**src/hdl/kcm_span_cell.sv**
```systemverilog
// one cell of the span chain: holds a span, shifts it on, and folds a running min/max
// depends on nothing
module kcm_span_cell #(
  parameter int unsigned OFFSET_BITS = 48
) (
  input  logic                   clk_i,
  input  logic                   shift_i,
  input  logic                   use_i,
  input  logic [OFFSET_BITS-1:0] in_start_i,
  input  logic [OFFSET_BITS-1:0] in_end_i,
  input  logic [OFFSET_BITS-1:0] acc_lo_i,
  input  logic [OFFSET_BITS-1:0] acc_hi_i,
  output logic [OFFSET_BITS-1:0] start_o,
  output logic [OFFSET_BITS-1:0] end_o,
  output logic [OFFSET_BITS-1:0] acc_lo_o,
  output logic [OFFSET_BITS-1:0] acc_hi_o
);

  logic [OFFSET_BITS-1:0] start_q, end_q, acc_lo_q, acc_hi_q;

  // span shift from the neighbor
  always_ff @(posedge clk_i) begin
    if (shift_i) begin
      start_q <= in_start_i;
      end_q   <= in_end_i;
    end
  end

  // fold own span into the value coming from the far end of the chain
  always_ff @(posedge clk_i) begin
    acc_lo_q <= (use_i && start_q < acc_lo_i) ? start_q : acc_lo_i;
    acc_hi_q <= (use_i && end_q > acc_hi_i) ? end_q : acc_hi_i;
  end

  assign start_o  = start_q;
  assign end_o    = end_q;
  assign acc_lo_o = acc_lo_q;
  assign acc_hi_o = acc_hi_q;

endmodule

```
**config.mk**
```make
export PLATFORM = sky130hd
export DESIGN_NAME = kcm_span_cell
export DESIGN_NICKNAME = d
export VERILOG_FILES = /design/src/hdl/kcm_span_cell.sv
export SDC_FILE = /design/constraint.sdc
export NUM_CORES = 1
export LEC_CHECK = 0
export BUFFER_PORTS_ARGS = -buffer_cell sky130_fd_sc_hd__buf_2
export CAP_MARGIN = 20
export CORE_AREA = 2 2 152 154
export CTS_CLUSTER_DIAMETER = 40
export CTS_CLUSTER_SIZE = 40
export DETAILED_ROUTE_END_ITERATION = 12
export DIE_AREA = 0 0 154 156
export PLACE_DENSITY = 0.74
export SLEW_MARGIN = 20
export SYNTH_ARGS = -nofsm -noshare
export SYNTH_HDL_FRONTEND = slang
export SYNTH_SLANG_ARGS = --single-unit
```
**constraint.sdc**
```tcl
create_clock -name clk_i -period 5.46 [get_ports clk_i]
set_input_delay 0.819 -clock clk_i [delete_from_list [all_inputs] [get_ports clk_i]]
set_output_delay 0.819 -clock clk_i [all_outputs]
set_load 0.005 [all_outputs]
```
==> out/qor.txt, run 1 <==
Final core occ: 0.503
Startpoint Class: input port
F_max: 0.267 GHz
Mapped Cells: 631
Layout Skew: 0.0155 ns
Tightest Pin Transition: 0.743 ns
Count of final max-slew check failures: 0
Antenna-violating nets left: 0
P_sw: 0.000954 W
Status: complete, no violations
Fin Setup TNS: 0 ns
Routability Congestion: 0.853
Critical path data required time: 5.77 ns
Warnings from Yosys: 0
CTS root buffer: clkbuf_16
CTS Buffer Depth: 2
Share of post-route cells with drive strength above 1: 0.500
Worst slack at placement: 1.31 ns
Wire per inst: 17.2 µm
CTS Hold Bufs: 0
First-pass GRT wire length: 34100 µm
CP Max Fanout: 29
Top post-synthesis cells by area: edfxtp_1 (34%), dfxtp_1 (23%), ha_1 (14%)
Vias: 6321
Synth top area share: 0.343
Final worst slack: 1.71 ns
WP data arrival: 4.06 ns
Syn Std Cell Area: 8400 µm²
Top post-synthesis cells by count: dfxtp_1 (96), edfxtp_1 (96), inv_1 (96)
VDD IR max: 186 µV
Synth Flop Type: edfxtp_1
Tot Pwr: 0.00354 W
Min-delay worst type: flop to flop
CTS clock-pin slew for the worst setup and hold paths: 0.08 ns
Sequential area share after synthesis: 0.572
Power share of the clock group: 0.344
Starting Density: 0.376
Nets@finish: 1320
Post-DP HPWL: 18300 µm
Lkg Pwr: 5.54 nW
Post-synth ARST share: 0
Core area: 22400 µm²
Sequential share of power: 0.490
Worst setup EP type: flop
Post-synth EDFFs: 96
Post_cts resized: 0
Grt met3 use: 0.0492
CTS buffer count: 17
Slew HR: 0.504
Unique masters post-synth: 36
Busiest layer in global routing: met2
Die ar.: 24000 µm²
Dominant cell type by area after synthesis: edfxtp_1
Total congestion overflow: 0
Final worst-path cycle share: 0.687
Combinational Power Share: 0.166
# setup viols final: 0
Pint: 0.00258 W
Remaining DRCs: 0
Syn Nets: 921
Final min period: 3.75 ns
# IOs: 387
Core Rows: 55
Die Y-Extent: 156 µm
Drt total wl: 22900 µm
Switching Share: 0.270
Maxcap violations: 0
DRT iter0 DRCs: 272
Hold Violations, Final: 0
Pin count of the biggest net entering global routing: 54
Initial antenna violation count: 4
H-tree levels: 4
Average cell area after synthesis: 13.3 µm²
Die W: 154 µm
Clock latency on the worst-skew pair: 0.42 ns
Number of synthesized register bits: 192
Post-CTS Setup Bufs: 0
Met2 Usage GRT: 0.313
DR pass1 iterations: 4
Layout area overhead: 34.0%
Sink Count: 192
GRT Total Usage: 0.184
Port Buf Inserts: 386
CTS tree: done
WS Path Type: input port to flop
Met1 Track Usage GR: 0.221
Layout fillers: 2005
RSZ-0062 raised after global routing: no
Vias in the first global route: 6514
Pwr Density: 314 nW/µm²
Vias per Instance: 4.75
WHS: 0.540 ns
## critical path: stages
cell	delay, ns
buf_2	0.08
inv_1	0.04
ha_1	0.31
nand4_1	0.17
or4_1	0.62
a21oi_1	0.17
o41ai_1	0.09
a211oi_1	0.27
o21a_2	0.57
buf_4	0.49
mux2_2	0.39
## area by class of cell
cell class	count	area, µm²	share of cell area
flip-flops and latches	192	4800	0.427
multi-input cells	333	3190	0.283
repair buffers	390	1960	0.175
clock buffers	18	429	0.0381
inverters	96	360	0.0320
well taps	285	357	0.0317
clock inverters	14	149	0.0132
diodes	2	5.00	0.000445
## logic make-up after synthesis
family,share of synthesized area
and+or+nand+nor,0.0426
adders and majority gates,0.142
DFF,0.572
buffers and inverters,0.0508
AOI/OAI and AO/OA,0.0554
muxes,0.138
## layout by cell type (no fill, tap or decap), types with 3 or more instances in the layout
cell type and n:
ha_1 95, clkbuf_16 17, a221oi_1 3, edfxtp_1 96, a21oi_1 35, nand4_1 16
nand3_1 9, nand2_1 21, and3_1 3, clkinvlp_4 3, nand2b_1 4, a21o_1 12
mux2_4 20, inv_1 96, buf_2 385, nor2_1 4, a211oi_1 3, mux2_2 76
dfxtp_1 96, o21ai_0 9, buf_4 5, inv_6 4, clkinv_8 3, inv_8 3
## sequential cells by signal, indices dropped and copies added (netlist names)
name / flops
acc_hi_o: 48
acc_lo_o: 48
end_o: 48
start_o: 48
## power by group through the flow
stage / registers [W] / logic (W) / clock network [W]
6_report: 0.00173 / 0.000589 / 0.00122
5_1_grt: 0.00175 / 0.000652 / 0.00130
4_1_cts: 0.00173 / 0.000595 / 0.00125
3_5_place_dp: 0.00176 / 0.000590 / 0
3_3_place_gp: 0.00176 / 0.000577 / 0
2_1_floorplan: 0.00177 / 0.000270 / 0
## routing by layer
| metal | up-vias | share of wire |
|---|---|---|
| met5 | - | 0.00057 |
| met4 | 2 | 0.029 |
| met3 | 46 | 0.069 |
| met2 | 234 | 0.49 |
| met1 | 2976 | 0.41 |
| li1 | 3063 | - |
## path summary, 6_finish.rpt
kind                      from           to  slack [ns]  depth (start not counted)
hold reg to reg     start_o[8]  acc_lo_o[8]        0.54                          1
setup reg to reg     end_o[15]  acc_hi_o[7]        1.77                          9
setup / recovery  acc_hi_i[15]  acc_hi_o[7]        1.71                         11
hold / removal      start_o[8]  acc_lo_o[8]        0.54                          1
## stage by stage
stage | area [µm²] | std cells
after floorplan | 8400 | 631
after global placement | 10700 | 1296
after detailed placement | 10700 | 1296
after CTS | 11300 | 1328
after global routing | 11300 | 1330
final | 11300 | 1330
Note: power is estimated with default switching activity, not from simulation.
==> inputs of run 2 (changes only) <==
--- a/config.mk
+++ b/config.mk
@@ -5,14 +5,15 @@
 export SDC_FILE = /design/constraint.sdc
 export NUM_CORES = 1
 export LEC_CHECK = 0
+export ABC_AREA = 1
 export BUFFER_PORTS_ARGS = -buffer_cell sky130_fd_sc_hd__buf_2
 export CAP_MARGIN = 20
-export CORE_AREA = 2 2 152 154
+export CORE_AREA = 2 2 151 153
 export CTS_CLUSTER_DIAMETER = 40
 export CTS_CLUSTER_SIZE = 40
 export DETAILED_ROUTE_END_ITERATION = 12
-export DIE_AREA = 0 0 154 156
-export PLACE_DENSITY = 0.74
+export DIE_AREA = 0 0 153 155
+export PLACE_DENSITY = 0.79
 export SLEW_MARGIN = 20
 export SYNTH_ARGS = -nofsm -noshare
 export SYNTH_HDL_FRONTEND = slang
==> constraint.sdc (replaced) <==
create_clock -name clk_i -period 3.1 [get_ports clk_i]
set_input_delay 0.465 -clock clk_i [delete_from_list [all_inputs] [get_ports clk_i]]
set_output_delay 0.465 -clock clk_i [all_outputs]
set_load 0.005 [all_outputs]
==> run 2 against run 1 <==
  * Synthesized cell count rose by 49%
  * Largest cell class unchanged
  * Die area fell by 1.3%
  * First-iteration DRC count rose by 100%
  * Global-route usage rose by 3.2 points
  * Cell area rose by 3.8%
  * Register-to-register slack got worse by 1.2 ns
  * Final cell count rose by 22%
  * Highest routed layer unchanged
  * Critical endpoint is now acc_hi_o[38]
==> out/qor.txt, run 2 <==
CP max-delay cell: edfxtp_1
Average cell area after synthesis: 9.45 µm² (-29%)
Antenna-violating nets left: 0 (unchanged)
Power share of the clock group: 0.349 (+0.005)
Die ar.: 23700 µm² (-1.3%)
Vias per Instance: 4.76 (about the same)
Combinational Power Share: 0.177 (+0.011)
CP max stage delay: 0.46 ns (-0.16 ns)
Final core occ: 0.525 (+0.0222)
Hold wc startpoint: in_end_i[11]
Pwr Density: 558 nW/µm² (+78%)
Initial antenna violation count: 4 (unchanged)
Layout fillers: 2032 (+1.3%)
Share of post-route cells with drive strength above 1: 0.344 (-0.155)
Grt met3 use: 0.0382 (-0.0110)
Met1 Track Usage GR: 0.280 (+0.0595)
Switching Share: 0.286 (+0.0159)
Most frequent CP cell: nand2_1
P_sw: 0.00186 W (+95%)
Worst Reg-to-Reg Cells: 14 (+5)
Die Y-Extent: 155 µm (-0.64%)
Vias in the first global route: 7479 (+15%)
CTS clock-pin slew for the worst setup and hold paths: 0.09 ns (about the same)
VDD IR max: 316 µV (+69%)
RR Startpoint: end_o[39]
Layout Skew: 0.0219 ns (+0.00641 ns)
Layout area overhead: 31.8%
Port Buf Inserts: 386 (unchanged)
Post-synth ARST share: 0 (unchanged)
FF+latch area: 4800 µm² (unchanged)
Starting Density: 0.399 (+0.0230)
CTS buffer count: 17 (unchanged)
Sequential share of power: 0.474 (-0.016)
Core Rows: 55 (unchanged)
Commonest non-fill, non-tap cell in the layout: buf_2
Final cell count without fillers: 1625 (+22%)
CTS root buffer: clkbuf_16
Pin count of the biggest net entering global routing: 50 (-7.4%)
WP data arrival: 2.89 ns (-1.17 ns)
GRT Total Usage: 0.216 (+0.0320)
Synth top area share: 0.325 (-0.0178)
WHS: 0.196 ns (-0.344 ns)
Syn Nets: 1228 (+33%)
Unique masters post-synth: 27 (-25%)
Post-synth EDFFs: 96 (unchanged)
# setup viols final: 0 (unchanged)
Pint: 0.00466 W (+80%)
CTS tree: done
Wire per inst: 16.2 µm (-5.9%)
CTS Buffer Depth: 2 (unchanged)
Core area: 22200 µm² (-0.62%)
Routability Congestion: 0.885 (+3.8%)
Clock latency on the worst-skew pair: 0.44 ns (+0.02 ns)
Post-Place Cells: 1590 (+23%)
Top post-synthesis cells by area: edfxtp_1 (33%), dfxtp_1 (22%), ha_1 (13%)
Post-CTS Setup Bufs: 0 (unchanged)
Reg2reg end: acc_hi_o[38]
Tightest Pin Transition: 0.690 ns (-0.0531 ns)
DR pass1 iterations: 5 (+1)
Status: complete, no violations
Syn Std Cell Area: 8860 µm² (+5.5%)
Number of synthesized register bits: 192 (unchanged)
Most frequent cells in the layout: buf_2 (385), nand2_1 (276), inv_1 (118), nand3_1 (109)
H-tree levels: 4 (unchanged)
Count leader, synth: nand2_1
Warnings from Yosys: 0 (unchanged)
Tot Pwr: 0.00652 W (+84%)
CP Buf/Inv Count: 3 (unchanged)
Reg-to-reg slack, setup: 0.58 ns (-1.19 ns)
Met2 Usage GRT: 0.366 (+0.0530)
Multi-input gate area: 3390 µm² (+6.3%)
Fin Setup TNS: 0 ns (unchanged)
Min-Delay Path Depth: 1 (unchanged)
Lkg Pwr: 6.27 nW (+13%)
Startpoint Class: flop
Worst Hold End: end_o[11]
Worst path top cell family by delay: simple AND/OR/NAND/NOR gates
Sequential area share after synthesis: 0.542 (-0.0297)
Critical path data required time: 3.47 ns (-2.30 ns)
Maxcap violations: 0 (unchanged)
DRT iter0 DRCs: 548 (+100%)
Hold Violations, Final: 0 (unchanged)
Synth Flop Type: edfxtp_1
Total congestion overflow: 0 (unchanged)
Vias: 7730 (+22%)
First-pass GRT wire length: 40200 µm (+18%)
CP cell instances: ha_1 -> nand2_1 -> nor2_1 -> nand3b_1 -> nor2_1 -> inv_1 -> nor2_1 -> nand2_1 -> nand2_1 -> inv_2 -> nand2_2 -> buf_4 -> nand2_1 -> nand2_1
Post_cts resized: 0 (unchanged)
Final min period: 2.52 ns
CTS Hold Bufs: 0 (unchanged)
Top post-synthesis cells by count: nand2_1 (276), inv_1 (118), nand3_1 (109)
RSZ-0062 raised after global routing: no
Dominant cell type by area after synthesis: edfxtp_1
Min-delay worst type: input port to flop
Drt total wl: 26300 µm (+15%)
Final worst-path cycle share: 0.813
Mapped Cells: 938 (+49%)
Post-DP HPWL: 20900 µm (+14%)
Remaining DRCs: 0 (unchanged)
Count of final max-slew check failures: 0 (unchanged)
F_max: 0.397 GHz
Worst setup EP type: flop
Crit path from: end_o[39]
Die W: 153 µm (-0.65%)
Busiest layer in global routing: met2
# IOs: 387 (unchanged)
Nets@finish: 1614 (+22%)
Sink Count: 192 (unchanged)
Slew HR: 0.540 (+0.0354)
WS Path Type: flop to flop
CP Max Fanout: 24 (-17%)
run 2: changes by cell type after synthesis, moves of 10 or more:
| cell | delta |
|---|---|
| mux2_2 | -76 |
| nand2_2 | +24 |
| nand3_1 | +100 |
| a21o_1 | -10 |
| inv_1 | +22 |
| nand2_1 | +255 |
| mux2_4 | -20 |
| nand4_1 | -14 |
| nor2_1 | +26 |
run 2: per-layer routing:
metal	vias up	routed length [µm]
li1	3829	-
met1	3559	11100
met2	292	13000
met3	48	1530
met4	2	670
met5	-	13
run 2: cell type report:
cell class,count,share of cell area
antenna,3,0.000643
clock buffer,19,0.0388
clock inverter,13,0.0141
inverter,120,0.0386
multi-input combinational,596,0.290
sequential,192,0.411
tap,285,0.0305
timing repair buffer,397,0.176
run 2: per-stage QoR:
| step | setup slack (ns) | area (µm²) |
|---|---|---|
| 3_3_place_gp | 0.555 | 11100 |
| 2_1_floorplan | 1.11 | 8860 |
| 5_1_grt | 0.280 | 11700 |
| 6_report | 0.581 | 11700 |
| 3_5_place_dp | 0.486 | 11100 |
| 4_1_cts | 0.594 | 11700 |
run 2: worst reg2reg max path, cell delays in order (launching register included):
cell      delay, ns
edfxtp_1       0.46
ha_1           0.33
nand2_1        0.07
nor2_1         0.13
nand3b_1       0.12
nor2_1         0.21
inv_1          0.07
nor2_1         0.13
nand2_1        0.06
nand2_1        0.07
inv_2          0.16
nand2_2        0.19
buf_4          0.30
nand2_1        0.10
nand2_1        0.07
run 2: kinds of logic after synthesis:
logic type | share of synthesized area
and+or+nand+nor | 0.217
buffers and inverters | 0.0758
AOI/OAI and AO/OA | 0.0305
DFF | 0.542
adders and majority gates | 0.134
run 2: worst max path at each step:
stage                    to  slack (ns)  cells after the start
3_3_place_gp   acc_lo_o[39]        0.55                     14
2_1_floorplan  acc_hi_o[27]        1.11                     15
3_5_place_dp   acc_hi_o[43]        0.49                     16
6_report       acc_hi_o[38]        0.58                     14
5_1_grt        acc_hi_o[33]        0.28                     14
4_1_cts         acc_hi_o[2]        0.59                     14
run 2: power by group through the flow:
| stage | logic [W] | registers, W | clock network (W) |
|---|---|---|---|
| detailed placement | 0.00116 | 0.00315 | 0 |
| global route | 0.00130 | 0.00312 | 0.00240 |
| finish | 0.00115 | 0.00309 | 0.00227 |
| global placement | 0.00112 | 0.00314 | 0 |
| floorplan | 0.000541 | 0.00315 | 0 |
| CTS | 0.00116 | 0.00309 | 0.00232 |
